**config.mk**
```make
export PLATFORM = sky130hd
export DESIGN_NAME = crc_checked_frame_receiver
export DESIGN_NICKNAME = d
export VERILOG_FILES = /design/src/hdl/crcfr_pkg.sv /design/src/hdl/crc_checked_frame_receiver.sv /design/src/hdl/crcfr_parser.sv /design/src/hdl/crcfr_outbuf.sv
export SDC_FILE = /design/constraint.sdc
export NUM_CORES = 1
export LEC_CHECK = 0
export ABC_CLOCK_PERIOD_IN_PS = 9850
export BUFFER_PORTS_ARGS = -buffer_cell sky130_fd_sc_hd__buf_2
export CORE_MARGIN = 3
export CORE_UTILIZATION = 38
export DETAILED_ROUTE_END_ITERATION = 10
export PLACE_DENSITY = 0.58
export SYNTH_ARGS = -nofsm -noshare
export SYNTH_HDL_FRONTEND = slang
export SYNTH_SLANG_ARGS = --single-unit
```
**constraint.sdc**
```tcl
create_clock -name i_clk -period 9.85 [get_ports i_clk]
set_input_delay 0.985 -clock i_clk [delete_from_list [all_inputs] [get_ports i_clk]]
set_output_delay 0.985 -clock i_clk [all_outputs]
set_load 0.02 [all_outputs]
```
**src/hdl/crcfr_pkg.sv**
```systemverilog
// shared types, codes and the crc byte update for the crc checked frame receiver
package crcfr_pkg;

    localparam logic [15:0] CRC_POLY        = 16'h1021;
    localparam logic [15:0] CRC_INIT        = 16'h0000;
    localparam logic [15:0] CRC_MSB         = 16'h8000;
    localparam logic [15:0] MAX_PAYLOAD_RST = 16'd8192;
    localparam logic [7:0]  MARKER_RST      = 8'h00;

    // configuration register indexes
    localparam logic [1:0] REG_MARKER      = 2'd0;
    localparam logic [1:0] REG_MAX_PAYLOAD = 2'd1;

    typedef enum logic [2:0] {
        EV_PASS      = 3'd0,
        EV_TAKEN     = 3'd1,
        EV_PAYLOAD   = 3'd2,
        EV_GOOD      = 3'd3,
        EV_MISMATCH  = 3'd4,
        EV_TOO_LARGE = 3'd5
    } t_event;

    typedef struct packed {
        logic [7:0]  marker_byte;
        logic [15:0] max_payload;
    } t_cfg;

    typedef struct packed {
        t_event      event_res;
        logic [7:0]  data_out;
        logic [15:0] payload_index;
        logic [7:0]  frm_type;
        logic [7:0]  slot_number;
        logic [15:0] frame_length;
        logic [15:0] crc_received;
        logic [15:0] crc_computed;
    } t_result;

    // crc-16 xmodem, msb first, one byte
    function automatic logic [15:0] crc16_byte(input logic [15:0] crc, input logic [7:0] b);
        logic [15:0] c;
        c = crc ^ {b, 8'h00};
        for (int i = 0; i < 8; i++) begin
            if ((c & CRC_MSB) != 16'h0000) begin
                c = {c[14:0], 1'b0} ^ CRC_POLY;
            end else begin
                c = {c[14:0], 1'b0};
            end
        end
        return c;
    endfunction

endpackage

```
**src/hdl/crc_checked_frame_receiver.sv**
```systemverilog
// top level of the crc checked frame receiver
// Takes one received byte per word on the s_axis side and gives exactly one result word per
// byte on the m_axis side, one byte per clock sustained while m_axis_tready is high: frame
// state and byte-wide crc-16 xmodem update are combinational; each result is registered as
// its byte is taken. A two-entry output buffer lets input continue while a result waits. The
// marker byte (register 0, reset 0) opens a frame of type, slot and little-endian length,
// then payload and a little-endian crc; lengths above max_payload (register 1, reset 8192)
// are rejected on the last header byte. Registers are written through the cfg channel,
// which is always ready, and should change only while no frame is in progress.
module crc_checked_frame_receiver (
    input  logic        i_clk,
    input  logic        i_rst_n,
    input  logic        s_axis_tvalid,
    output logic        s_axis_tready,
    input  logic [7:0]  s_axis_tdata,   // byte_in
    output logic        m_axis_tvalid,
    input  logic        m_axis_tready,
    // data_out, payload_index, frm_type, slot_number, frame_length, crc_received,
    // crc_computed
    output logic [87:0] m_axis_tdata,
    output logic [2:0]  m_axis_tuser,   // event_res
    input  logic        i_cfg_valid,
    output logic        o_cfg_ready,
    input  logic [1:0]  i_cfg_index,
    input  logic [15:0] i_cfg_data
);

    crcfr_pkg::t_cfg    r_cfg;
    crcfr_pkg::t_result parse_res;
    crcfr_pkg::t_result out_res;
    logic               take;

    assign o_cfg_ready = 1'b1;
    assign take        = s_axis_tvalid && s_axis_tready;

    always_ff @(posedge i_clk) begin
        if (!i_rst_n) begin
            r_cfg.marker_byte <= crcfr_pkg::MARKER_RST;
            r_cfg.max_payload <= crcfr_pkg::MAX_PAYLOAD_RST;
        end else if (i_cfg_valid) begin
            if (i_cfg_index == crcfr_pkg::REG_MARKER) begin
                r_cfg.marker_byte <= i_cfg_data[7:0];
            end else if (i_cfg_index == crcfr_pkg::REG_MAX_PAYLOAD) begin
                r_cfg.max_payload <= i_cfg_data;
            end
        end
    end

    crcfr_parser u_parser (
        .i_clk   (i_clk),
        .i_rst_n (i_rst_n),
        .i_take  (take),
        .i_byte  (s_axis_tdata),
        .i_cfg   (r_cfg),
        .o_res   (parse_res)
    );

    crcfr_outbuf u_outbuf (
        .i_clk       (i_clk),
        .i_rst_n     (i_rst_n),
        .i_push      (take),
        .i_res       (parse_res),
        .o_ready     (s_axis_tready),
        .o_valid     (m_axis_tvalid),
        .i_pop_ready (m_axis_tready),
        .o_res       (out_res)
    );

    assign m_axis_tuser = out_res.event_res;
    assign m_axis_tdata = {out_res.crc_computed, out_res.crc_received, out_res.frame_length,
                           out_res.slot_number, out_res.frm_type, out_res.payload_index,
                           out_res.data_out};

endmodule

```
**src/hdl/crcfr_parser.sv**
```systemverilog
// frame state machine: header capture, payload streaming and crc check
module crcfr_parser (
    input  logic               i_clk,
    input  logic               i_rst_n,
    input  logic               i_take,
    input  logic [7:0]         i_byte,
    input  crcfr_pkg::t_cfg    i_cfg,
    output crcfr_pkg::t_result o_res
);

    typedef enum logic [1:0] {
        PH_IDLE    = 2'd0,
        PH_HEADER  = 2'd1,
        PH_PAYLOAD = 2'd2,
        PH_CRC     = 2'd3
    } t_phase;

    localparam logic [1:0] HDR_TYPE   = 2'd0;
    localparam logic [1:0] HDR_SLOT   = 2'd1;
    localparam logic [1:0] HDR_LEN_LO = 2'd2;
    localparam logic [1:0] HDR_LEN_HI = 2'd3;

    t_phase      r_phase,    n_phase;
    logic [1:0]  r_hdr_cnt,  n_hdr_cnt;
    logic [7:0]  r_type,     n_type;
    logic [7:0]  r_slot,     n_slot;
    logic [15:0] r_len,      n_len;
    logic [15:0] r_cnt,      n_cnt;
    logic [15:0] r_crc,      n_crc;
    logic [7:0]  r_crc_lo,   n_crc_lo;
    logic        r_seen,     n_seen;
    logic [15:0] crc_byte;
    logic [15:0] rx_crc;

    assign crc_byte = crcfr_pkg::crc16_byte(r_crc, i_byte);
    assign rx_crc   = {i_byte, r_crc_lo};

    always_comb begin
        n_phase   = r_phase;
        n_hdr_cnt = r_hdr_cnt;
        n_type    = r_type;
        n_slot    = r_slot;
        n_len     = r_len;
        n_cnt     = r_cnt;
        n_crc     = r_crc;
        n_crc_lo  = r_crc_lo;
        n_seen    = r_seen;
        o_res     = '0;
        unique case (r_phase)
            PH_IDLE: begin
                if (i_byte == i_cfg.marker_byte) begin
                    n_phase         = PH_HEADER;
                    n_hdr_cnt       = HDR_TYPE;
                    n_crc           = crcfr_pkg::CRC_INIT;
                    o_res.event_res = crcfr_pkg::EV_TAKEN;
                end else begin
                    o_res.event_res = crcfr_pkg::EV_PASS;
                    o_res.data_out  = i_byte;
                end
            end
            PH_HEADER: begin
                n_crc = crc_byte;
                unique case (r_hdr_cnt)
                    HDR_TYPE:   n_type = i_byte;
                    HDR_SLOT:   n_slot = i_byte;
                    HDR_LEN_LO: n_len  = {r_len[15:8], i_byte};
                    HDR_LEN_HI: n_len  = {i_byte, r_len[7:0]};
                    default:    n_len  = r_len;
                endcase
                if (r_hdr_cnt == HDR_LEN_HI) begin
                    n_hdr_cnt = HDR_TYPE;
                    if (n_len > i_cfg.max_payload) begin
                        o_res.event_res    = crcfr_pkg::EV_TOO_LARGE;
                        o_res.frm_type     = n_type;
                        o_res.slot_number  = n_slot;
                        o_res.frame_length = n_len;
                        o_res.crc_computed = n_crc;
                        n_phase            = PH_IDLE;
                    end else begin
                        o_res.event_res = crcfr_pkg::EV_TAKEN;
                        n_cnt           = '0;
                        n_seen          = 1'b0;
                        n_phase         = (n_len == 16'd0) ? PH_CRC : PH_PAYLOAD;
                    end
                end else begin
                    n_hdr_cnt       = r_hdr_cnt + 2'd1;
                    o_res.event_res = crcfr_pkg::EV_TAKEN;
                end
            end
            PH_PAYLOAD: begin
                n_crc               = crc_byte;
                o_res.event_res     = crcfr_pkg::EV_PAYLOAD;
                o_res.data_out      = i_byte;
                o_res.payload_index = r_cnt;
                o_res.frm_type      = r_type;
                o_res.slot_number   = r_slot;
                o_res.frame_length  = r_len;
                o_res.crc_computed  = crc_byte;
                n_cnt               = r_cnt + 16'd1;
                // a wrapped count also ends the payload
                if (n_cnt >= r_len || n_cnt == 16'd0) begin
                    n_phase = PH_CRC;
                    n_seen  = 1'b0;
                end
            end
            PH_CRC: begin
                if (!r_seen) begin
                    n_crc_lo        = i_byte;
                    n_seen          = 1'b1;
                    o_res.event_res = crcfr_pkg::EV_TAKEN;
                end else begin
                    n_seen             = 1'b0;
                    o_res.event_res    = (rx_crc == r_crc) ? crcfr_pkg::EV_GOOD
                                                           : crcfr_pkg::EV_MISMATCH;
                    o_res.frm_type     = r_type;
                    o_res.slot_number  = r_slot;
                    o_res.frame_length = r_len;
                    o_res.crc_received = rx_crc;
                    o_res.crc_computed = r_crc;
                    n_phase            = PH_IDLE;
                end
            end
            default: n_phase = PH_IDLE;
        endcase
    end

    always_ff @(posedge i_clk) begin
        if (!i_rst_n) begin
            r_phase   <= PH_IDLE;
            r_hdr_cnt <= '0;
            r_type    <= '0;
            r_slot    <= '0;
            r_len     <= '0;
            r_cnt     <= '0;
            r_crc     <= '0;
            r_crc_lo  <= '0;
            r_seen    <= 1'b0;
        end else if (i_take) begin
            r_phase   <= n_phase;
            r_hdr_cnt <= n_hdr_cnt;
            r_type    <= n_type;
            r_slot    <= n_slot;
            r_len     <= n_len;
            r_cnt     <= n_cnt;
            r_crc     <= n_crc;
            r_crc_lo  <= n_crc_lo;
            r_seen    <= n_seen;
        end
    end

`ifndef SYNTHESIS
    a_hdr_cnt_idle: assert property (@(posedge i_clk) disable iff (!i_rst_n)
        (r_phase != PH_HEADER) |-> (r_hdr_cnt == HDR_TYPE))
        else $error("header count nonzero outside header phase");

    a_too_large_idle: assert property (@(posedge i_clk) disable iff (!i_rst_n)
        (i_take && o_res.event_res == crcfr_pkg::EV_TOO_LARGE) |=> (r_phase == PH_IDLE))
        else $error("oversized frame did not return to idle");

    a_payload_in_phase: assert property (@(posedge i_clk) disable iff (!i_rst_n)
        (o_res.event_res == crcfr_pkg::EV_PAYLOAD) |-> (r_phase == PH_PAYLOAD))
        else $error("payload word outside payload phase");
`endif

endmodule

```
**src/hdl/crcfr_outbuf.sv**
```systemverilog
// two-entry output buffer that decouples the result stream from the input side
module crcfr_outbuf (
    input  logic               i_clk,
    input  logic               i_rst_n,
    input  logic               i_push,
    input  crcfr_pkg::t_result i_res,
    output logic               o_ready,
    output logic               o_valid,
    input  logic               i_pop_ready,
    output crcfr_pkg::t_result o_res
);

    logic               r_out_v;
    logic               r_skid_v;
    crcfr_pkg::t_result r_out;
    crcfr_pkg::t_result r_skid;
    logic               pop;

    assign o_ready = !r_skid_v;
    assign o_valid = r_out_v;
    assign o_res   = r_out;
    assign pop     = r_out_v && i_pop_ready;

    always_ff @(posedge i_clk) begin
        if (!i_rst_n) begin
            r_out_v  <= 1'b0;
            r_skid_v <= 1'b0;
        end else begin
            if (pop && r_skid_v) begin
                r_out    <= r_skid;
                r_skid_v <= 1'b0;
            end else if (pop) begin
                r_out_v <= i_push;
                if (i_push) begin
                    r_out <= i_res;
                end
            end else if (i_push) begin
                if (!r_out_v) begin
                    r_out   <= i_res;
                    r_out_v <= 1'b1;
                end else begin
                    r_skid   <= i_res;
                    r_skid_v <= 1'b1;
                end
            end
        end
    end

endmodule

```
==> results.ini, run 1 <==
[run_status]
outcome=finished clean

[placed_design]
io_buffers=123
gp_routability_congestion=0.874
place_ws_ns=5.11
hpwl_mm=23.1

[floorplanning]
die_w_um=195
rows=68
ios=125
dieArea_um2=37900
core_area_um2=34800
initial_core_util_pct=38.9
die_y_um=195

[worst_setup_path]
critical_path_buf_inv_count=3
critPathKind=reg -> reg
cp_data_required_time_ns=10.09
startpoint_type=register
path_max_fanout=27
r2r-start=u_parser.r_hdr_cnt[0]
crit_chain=ha_1 -> buf_4 -> inv_1 -> nand2_1 -> a22oi_1 -> inv_1 -> ha_1 -> a41oi_2 -> o21ai_1 -> a221o_1 -> o31a_1 -> a31oi_2 -> a2bb2oi_1 -> o31ai_1
critPathTopFamily=compound AO/OA/AOI/OAI gates
slowest_stage=a31oi_2
startpoint=u_parser.r_hdr_cnt[0]
crit_arrival_ns=4.99
cpPeakStageDelay_ns=0.85
endpoint_kind=register

[clocking]
insertion_delay_ns=0.51
cts_root_buf=clkbuf_16
ctsResizeCount=0
clk_pin_slew_ns=0.06
ctsHtreeMaxLevel=2
cts_tree=done
cts_buffers=35
clk_path_buf_depth=3
cts_sinks=285
cts_setup_buffers=0
cts_hold_buf=0

[finish]
multi_input_area_um2=5390
antenna_cells=0
fin_nets=1397
num-fill-cells=3268
register_area_um2=7530
syn_to_final_growth_pct=15.2
layout-drive-gt1-share_pct=19.2

[sta]
finalSetupViolations=0
setup_tns_ns=0
fmax_mhz=210
drv_slew=0
rsz0062_at_grt=no
final.setup.worst_slack_ns=5.10
hold_violations=0
fin_crit_sh_pct=48.2
finClkSkew_ns=0.0225
fin_crit_ns=4.75
tightest_slew_ns=1.24
max-slew-margin-rel_pct=17.0

[synthesis]
syn_inst=1238
synth_fp_nets=1311
postSynth.asyncResetShare_pct=0
syn_area_per_cell_um2=10.9
yosys_warnings=0
yosysUniqueCellTypes=63
synth_seq_cells=285
netlist_area_um2=13500
synth_ff_type=edfxtp_1
synth-seq-area-share_pct=55.6
synth_edf_count=182

[routing]
final_antenna_net_count=0
route.detailed.drc=0
dr.pass1.iters=6
routed_wirelength_mm=35.1
first_iter_violations=875
vias_per_cell=5.47
wl_per_cell_um=19.4
vias=9865

[power]
max-vdd-ir-drop_mv=0.102
seqPwrFrac_pct=49.0
pwr-share-clk_pct=45.8
swShare_pct=22.2
powerDensity_nw_per_um2=171
leakagePower_nw=5.72
p_sw_mw=0.591
pwr-share-comb_pct=5.3
intPower_mw=2.07

[global_routing]
grt_max_degree=94
grt_pass1_vias=9653
met2_usage_pct=28.2
grtUsageMet1_pct=25.7
grt.total_usage_pct=18.0
grt_overflow=0
antenna_found_initial=0
use_met3_pct=2.93
grt_pass1_wl_mm=55.3
busiest_layer=met2

[run]
max_cap_violations=0

[worst_hold_path]
hp-start=r_cfg[6]
hold_path_class=reg -> reg

-- state kept, by name, indices dropped and copies added (netlist names), 8 cells and up, named ones only --
register and flops:
u_outbuf.o_res 91, u_outbuf.r_skid 91, r_cfg 24, u_parser.r_cnt 16
u_parser.r_crc 16, u_parser.r_len 16, u_parser.r_crc_lo 8, u_parser.r_slot 8
u_parser.r_type 8
-- area by class of cell --
| cell class | count | share of cell area, % |
|---|---|---|
| repair buffers | 138 | 4.67 |
| multi-input cells | 788 | 34.6 |
| clock buffers | 50 | 6.44 |
| flip-flops and latches | 285 | 48.3 |
| inverters | 76 | 1.84 |
| well taps | 455 | 3.65 |
| clock inverters | 12 | 0.546 |
-- worst min-delay path, delay by kind of cell, from the launching register on --
family,cells,cell delay [ns]
flops,1,0.30
compound gates,1,0.05
simple gates,1,0.05
-- synthesized netlist by cell type, drive strengths merged (2+ instances only) --
cell	number	area [um2]
dfxtp	103	2060
nor2b	27	169
a22oi	49	368
a21boi	2	15.0
xnor2	23	201
a31oi	3	25.0
or4	7	52.6
clkbuf	77	289
nand2b	3	18.8
or3	2	12.5
nand2	104	390
nand4	31	194
a21o	4	30.0
inv	76	285
mux2i	18	180
o41ai	3	41.3
a21oi	78	394
nor3	10	55.1
o21ai	49	245
a41oi	2	25.0
nand3	25	125
and2	19	119
ha	42	526
a22o	16	140
xor2	32	280
nor4	10	62.6
mux2	59	664
a32o	16	160
and3	18	113
nor2	81	304
nand3b	3	22.5
buf	12	67.6
o211ai	3	22.5
o31ai	2	28.8
a211oi	17	128
edfxtp	182	5470
a2bb2oi	16	140
-- kinds of logic (layout without fill, tap and decap cells) --
logic type                 Yosys count  in the layout  share of synthesized area, %
and+or+nand+nor                    344            344                          12.3
DFF                                285            285                          55.6
AOI/OAI and AO/OA                  269            269                          13.6
buffers and inverters              165            276                          4.74
muxes                               77             77                          6.24
xor gates and xnor gates            55             55                          3.56
adders and majority gates           42             42                          3.88
other                                1              1                        0.0277
-- layer usage --
| metal | vias to the layer above | wire [um] |
|---|---|---|
| met1 | 4813 | 16000 |
| met2 | 321 | 16100 |
| met5 | - | 0 |
| li1 | 4669 | - |
| met4 | 0 | 952 |
| met3 | 62 | 2080 |
-- power by group through the flow --
stage	registers [mW]	clock network (mW)	logic, mW
3_3_place_gp	1.33	0	0.140
4_1_cts	1.30	1.25	0.141
5_1_grt	1.30	1.30	0.152
3_5_place_dp	1.33	0	0.140
6_report	1.30	1.22	0.140
2_1_floorplan	1.35	0	0.0666
-- cell usage in the layout, fill, tap and decap left out, types with 7 or more instances in the layout --
| master | n |
|---|---|
| mux2i_1 | 18 |
| clkinv_2 | 7 |
| nor4_1 | 10 |
| clkbuf_16 | 37 |
| and2_1 | 18 |
| nand3_1 | 25 |
| nor2b_1 | 27 |
| buf_2 | 123 |
| buf_4 | 15 |
| xnor2_1 | 23 |
| a22oi_1 | 49 |
| or4_1 | 7 |
| dfxtp_1 | 103 |
| nor3_1 | 8 |
| clkbuf_1 | 10 |
| a22o_1 | 16 |
| a211oi_1 | 17 |
| and3_1 | 18 |
| a2bb2oi_1 | 16 |
| inv_1 | 75 |
| edfxtp_1 | 182 |
| a21oi_1 | 77 |
| nand4_1 | 31 |
| mux2_2 | 59 |
| xor2_1 | 32 |
| ha_1 | 41 |
| o21ai_0 | 46 |
| nor2_1 | 79 |
| nand2_1 | 104 |
| a32o_1 | 16 |
-- path summary, 6_finish.rpt --
kind	slack, ns	cells past startpoint	to
worst min register to register	0.45	2	r_cfg[6]
worst min-delay path	0.45	2	r_cfg[6]
worst max-delay path	5.10	14	u_outbuf.o_res[4]
worst max register to register	5.10	14	u_outbuf.o_res[4]
-- per-stage QoR --
step / hold WS (ns) / instance area (um2) / std cells / power (mW) / utilization, %
after floorplan: 0.436 / 13500 / 1238 / 1.42 / -
after global placement: 0.441 / 14500 / 1742 / 1.47 / 41.7
after detailed placement: 0.448 / 14500 / 1742 / 1.47 / 41.7
after CTS: 0.455 / 15600 / 1804 / 2.69 / 44.8
after global routing: 0.471 / 15600 / 1804 / 2.76 / 44.8
final: 0.453 / 15600 / 1804 / 2.66 / 44.8
Note: power is estimated with default switching activity, not from simulation.
==> run 2: changes to the inputs <==
ABC_CLOCK_PERIOD_IN_PS = 4600   (was 9850)
clock period = 4.6 ns   (was 9.85 ns; I/O delays follow)
==> run 2 against run 1 <==
  * Cell count grew 0.61%
  * Critical endpoint is now u_outbuf.o_res[37]
  * Wire length grew 1.5%
  * Sequential power grew 110%
  * Combinational power grew 120%
  * Die area is the same
  * Largest cell class unchanged
  * Clock power grew 110%
==> results.ini, run 2 (synthesis gave the netlist of run 1 again) <==
[floorplanning]
ios=125  ; unchanged
core_area_um2=34800  ; unchanged
initial_core_util_pct=38.9  ; unchanged
rows=68  ; unchanged
dieArea_um2=37900  ; unchanged
die_y_um=195  ; unchanged
die_w_um=195  ; unchanged

[clocking]
cts_hold_buf=0  ; unchanged
ctsHtreeMaxLevel=1  ; -1
insertion_delay_ns=0.58  ; +0.07 ns
cts_buffers=31  ; -11%
cts_sinks=285  ; unchanged
cts_tree=done
ctsResizeCount=0  ; unchanged
cts_setup_buffers=0  ; unchanged
clk_pin_slew_ns=0.06  ; about the same
cts_root_buf=clkbuf_16
clk_path_buf_depth=3  ; unchanged

[finish]
final_cell_mix=edfxtp_1, buf_2, nand2_1
fin_nets=1408  ; +0.79%
final_common_cell=edfxtp_1
num-fill-cells=3262  ; -0.18%
antenna_cells=0  ; unchanged
syn_to_final_growth_pct=15.7
layout-drive-gt1-share_pct=20.0  ; +0.80 points
final_core_util_pct=45.0  ; +0.19 points
final_cells=1815  ; +0.61%

[worst_setup_path]
path_max_fanout=26  ; -3.7%
crit_arrival_ns=4.62  ; -0.37 ns
cpPeakStageDelay_ns=0.39  ; -0.46 ns
endpoint_kind=register
worst_r2r_path_depth=14  ; unchanged
critical_path_buf_inv_count=3  ; unchanged
critPathKind=reg -> reg
startpoint=u_parser.r_hdr_cnt[1]
startpoint_type=register
crit_chain=ha_1 -> buf_4 -> nand2b_1 -> a22oi_1 -> inv_1 -> ha_1 -> nand4_1 -> nor3_1 -> a21boi_1 -> o31a_1 -> buf_4 -> nand4_1 -> a21oi_1 -> mux2_2
r2r_slack_ns=0.43  ; -4.67 ns
cp_data_required_time_ns=5.05  ; -5.04 ns
r2r-end=u_outbuf.o_res[37]
slowest_stage=dfxtp_1
critPathTopFamily=compound AO/OA/AOI/OAI gates
r2r-start=u_parser.r_hdr_cnt[1]

[placed_design]
io_buffers=123  ; unchanged
dp.cells=1757  ; +0.86%
hpwl_mm=24.0  ; +3.8%
gp_routability_congestion=0.859  ; -1.7%

[power]
powerDensity_nw_per_um2=358  ; +110%
max-vdd-ir-drop_mv=0.265  ; +160%
power_mw=5.61  ; +110%
leakagePower_nw=5.74  ; +0.36%

[global_routing]
grt_pass1_vias=9758  ; +1.1%
grt_overflow=0  ; unchanged
grt.total_usage_pct=18.2  ; +0.22 points
antenna_found_initial=0  ; unchanged
grt_max_degree=58  ; -38%
grt_pass1_wl_mm=56.2  ; +1.5%

[routing]
final_antenna_net_count=0  ; unchanged
dr.pass1.iters=9  ; +3
first_iter_violations=837  ; -4.3%
route.detailed.drc=0  ; unchanged
vias=9832  ; -0.33%
wl_per_cell_um=19.6  ; +0.93%
vias_per_cell=5.42  ; -0.94%
routed_wirelength_mm=35.6  ; +1.5%

[sta]
setup_tns_ns=0  ; unchanged
fin_crit_ns=4.17  ; -0.579 ns
fin_crit_sh_pct=90.7  ; +42 points
hold_violations=0  ; unchanged
max-slew-margin-rel_pct=27.0  ; +10 points
finalSetupViolations=0  ; unchanged
rsz0062_at_grt=no
drv_slew=0  ; unchanged
finClkSkew_ns=0.0123  ; -0.0102 ns
holdWs_ns=0.128  ; -0.325 ns
tightest_slew_ns=1.09  ; -0.146 ns
fmax_mhz=240  ; +14%

[run_status]
outcome=finished clean

[run]
max_cap_violations=0  ; unchanged

[worst_hold_path]
min_path_cells=3  ; +1
hp-start=i_cfg_data[8]
hold_path_class=in -> reg
hold-path-endpoint=r_cfg[8]

## run 2: cell count changes in the layout (fill, tap and decap cells not counted), moves of 3 or more
| cell | delta |
|---|---|
| buf_4 | +14 |
| clkbuf_1 | -7 |
| bufinv_16 | +3 |
| clkinv_1 | +6 |
| clkbuf_16 | -6 |
| clkbuf_8 | -3 |
## run 2: where the power goes
part	total [mW]	internal, mW	leakage [nW]	switching, mW
logic	0.314	0.0958	2.77	0.218
registers	2.79	2.77	2.48	0.0217
clock network	2.51	1.46	0.498	1.04
total	5.61	4.33	5.74	1.29
## run 2: worst register-to-register path, stage by stage, from the launching register on
cell      delay, ns
dfxtp_1        0.39
ha_1           0.19
buf_4          0.28
nand2b_1       0.27
a22oi_1        0.34
inv_1          0.14
ha_1           0.33
nand4_1        0.15
nor3_1         0.29
a21boi_1       0.33
o31a_1         0.39
buf_4          0.25
nand4_1        0.17
a21oi_1        0.32
mux2_2         0.20
## run 2: metal layers
metal  part of all wire, %  global-route usage (%)  vias up
li1                      -                       -     4687
met1                    47                    26.0     4760
met2                    45                    29.0      312
met3                   5.6                    2.89       73
met4                   2.4                    4.83        0
met5                     0                       0        -
## run 2: area by class of cell
type                            count  area (um2)  share of cell area (%)
Sequential cell                   285        7530                    48.1
Tap cell                          455         569                    3.64
Multi-Input combinational cell    788        5400                    34.5
Clock buffer                       34         787                    5.03
Timing Repair Buffer              153         853                    5.45
Inverter                           76         287                    1.83
Clock inverter                     24         236                    1.51
## run 2: worst max-delay path by stage
stage,cells past startpoint,end
after detailed placement,14,u_outbuf.o_res[37]
after CTS,14,u_outbuf.o_res[37]
final,14,u_outbuf.o_res[37]
after global routing,13,u_parser.r_cnt[5]
after floorplan,4,u_outbuf.r_skid[0]
after global placement,14,u_outbuf.o_res[37]
## run 2: per-stage QoR
| step | setup slack (ns) | area [um2] |
|---|---|---|
| after detailed placement | 0.509 | 14600 |
| final | 0.427 | 15700 |
| after CTS | 0.462 | 15700 |
| after global placement | 0.637 | 14600 |
| after floorplan | 0.927 | 13500 |
| after global routing | 0.0926 | 15700 |
==> run 3: changes to the inputs <==
BUFFER_PORTS_ARGS = -buffer_cell sky130_fd_sc_hd__clkbuf_2   (was -buffer_cell sky130_fd_sc_hd__buf_2)
==> run 3 against run 2 <==
  * Non-clock buffer count grew 3
  * Global-route usage down 0.071 points
  * Sequential power hardly changed
  * Critical path depth unchanged
  * Sequential cell count stayed put
  * Cell count increased by 0.11%
  * Combinational power hardly changed
  * Count of clock-buffer cells in the layout rose by 1
  * Critical endpoint is now u_outbuf.o_res[39]
  * Largest cell class unchanged
==> results.ini, run 3 (synthesis gave the netlist of run 1 again) <==
[worst_setup_path]
critical_path_buf_inv_count=3  ; unchanged
path_max_fanout=26  ; unchanged
r2r-start=u_parser.r_hdr_cnt[1]
startpoint_type=register
critPathKind=reg -> reg
endpoint_kind=register
r2r_slack_ns=0.51  ; +0.08 ns
slowest_stage=o31a_1
startpoint=u_parser.r_hdr_cnt[1]
cpPeakStageDelay_ns=0.45  ; +0.06 ns
crit_arrival_ns=4.51  ; -0.11 ns
crit_chain=ha_1 -> buf_4 -> nand2b_1 -> a22oi_1 -> inv_1 -> ha_1 -> nand4_1 -> nor3_1 -> a21boi_1 -> o31a_1 -> buf_4 -> nand4_1 -> a21oi_1 -> mux2_2
critPathTopFamily=compound AO/OA/AOI/OAI gates
cp_data_required_time_ns=5.02  ; -0.03 ns

[sta]
tightest_slew_ns=1.07  ; -0.0198 ns
finClkSkew_ns=0.0263  ; +0.0140 ns
drv_slew=0  ; unchanged
hold_violations=0  ; unchanged
finalSetupViolations=0  ; unchanged
fin_crit_sh_pct=88.9  ; -1.8 points
fin_crit_ns=4.09  ; -0.0828 ns
max-slew-margin-rel_pct=28.6  ; +1.6 points
fmax_mhz=244  ; +2.0%
setup_tns_ns=0  ; unchanged
rsz0062_at_grt=no

[global_routing]
grt_overflow=0  ; unchanged
antenna_found_initial=1  ; +1
grt_pass1_wl_mm=55.9  ; -0.53%
grt_max_degree=58  ; unchanged
grt.total_usage_pct=18.1  ; -0.071 points
grt_pass1_vias=9526  ; -2.4%

[clocking]
cts_tree=done
cts_root_buf=clkbuf_16
cts_setup_buffers=0  ; unchanged
ctsResizeCount=0  ; unchanged
insertion_delay_ns=0.57  ; about the same
ctsHtreeMaxLevel=1  ; unchanged
cts_buffers=31  ; unchanged
clk_path_buf_depth=3  ; unchanged
clk_pin_slew_ns=0.06  ; about the same
cts_sinks=285  ; unchanged
cts_hold_buf=0  ; unchanged

[routing]
routed_wirelength_mm=35.6  ; about the same
route.detailed.drc=0  ; unchanged
vias=9896  ; +0.65%
dr.pass1.iters=5  ; -4
first_iter_violations=967  ; +16%
wl_per_cell_um=19.6  ; -0.15%
final_antenna_net_count=0  ; unchanged
vias_per_cell=5.45  ; +0.54%

[finish]
final_common_cell=edfxtp_1
syn_to_final_growth_pct=15.6
num-fill-cells=3277  ; +0.46%
multi_input_area_um2=5400  ; about the same
layout-drive-gt1-share_pct=20.3  ; +0.34 points
final_cell_mix=edfxtp_1, clkbuf_2, nand2_1
register_area_um2=7530  ; unchanged
design_area_um2=15600  ; -0.10%
antenna_cells=0  ; unchanged
fin_nets=1411  ; +0.21%

[floorplanning]
rows=68  ; unchanged
die_y_um=195  ; unchanged
die_w_um=195  ; unchanged
dieArea_um2=37900  ; unchanged
ios=125  ; unchanged
initial_core_util_pct=38.9  ; unchanged
core_area_um2=34800  ; unchanged

[power]
power_mw=5.52  ; -1.7%
powerDensity_nw_per_um2=353  ; -1.6%
max-vdd-ir-drop_mv=0.273  ; +3.2%
leakagePower_nw=5.76  ; +0.20%

[placed_design]
gp_routability_congestion=0.852  ; -0.91%
placed_area_um2=14700  ; +0.14%
io_buffers=123  ; unchanged
hpwl_mm=24.1  ; +0.47%

[worst_hold_path]
hold_path_class=in -> reg
hp-start=i_cfg_data[9]

[run]
max_cap_violations=0  ; unchanged

[run_status]
outcome=finished clean

run 3: changes by cell type in the layout (fill, tap and decap cells not counted), moves of 3 or more:
| cell | delta |
|---|---|
| clkinv_1 | -4 |
| buf_2 | -123 |
| clkbuf_2 | +123 |
| buf_4 | +3 |
run 3: metal layers:
layer  vias to the layer above  track usage [%]  routed length [um]
met1                      4829             26.6               16600
met2                       308             28.4               16200
met3                        47             2.88                2150
met4                         0             4.12                 614
met5                         -                0                   0
li1                       4712                -                   -
run 3: path summary, 6_finish.rpt:
| path | end | cells past startpoint |
|---|---|---|
| worst min-delay path | r_cfg[9] | 3 |
| worst max register to register | u_outbuf.o_res[39] | 14 |
| worst max-delay path | u_outbuf.o_res[39] | 14 |
| worst min register to register | r_cfg[3] | 2 |
run 3: through the flow:
step / hold slack [ns] / instances / setup slack (ns) / util (%)
finish: 0.124 / 1817 / 0.510 / 45.0
global route: 0.106 / 1817 / 0.121 / 45.0
detailed placement: 0.447 / 1760 / 0.533 / 42.1
CTS: 0.0963 / 1817 / 0.542 / 45.0
floorplan: 0.436 / 1238 / 0.927 / -
global placement: 0.442 / 1760 / 0.637 / 42.1
run 3: cell type report:
class / instances / area share, %
clock buffer: 35 / 5.12
clock inverter: 22 / 1.19
inverter: 76 / 1.83
multi-input combinational: 788 / 34.5
sequential: 285 / 48.1
tap: 455 / 3.64
timing repair buffer: 156 / 5.60
run 3: worst register-to-register path, cell delays in order (launching register included):
cell and delay, ns:
dfxtp_1 0.38, ha_1 0.19, buf_4 0.28, nand2b_1 0.26
a22oi_1 0.29, inv_1 0.12, ha_1 0.33, nand4_1 0.14
nor3_1 0.26, a21boi_1 0.34, o31a_1 0.45, buf_4 0.27
nand4_1 0.16, a21oi_1 0.28, mux2_2 0.20
run 3: power by group:
group,internal [mW],leakage [nW],switching (mW),total [mW]
Combinational,0.0952,2.80,0.217,0.313
Sequential,2.77,2.48,0.0228,2.79
Clock,1.37,0.479,1.04,2.41
Total,4.23,5.76,1.28,5.52
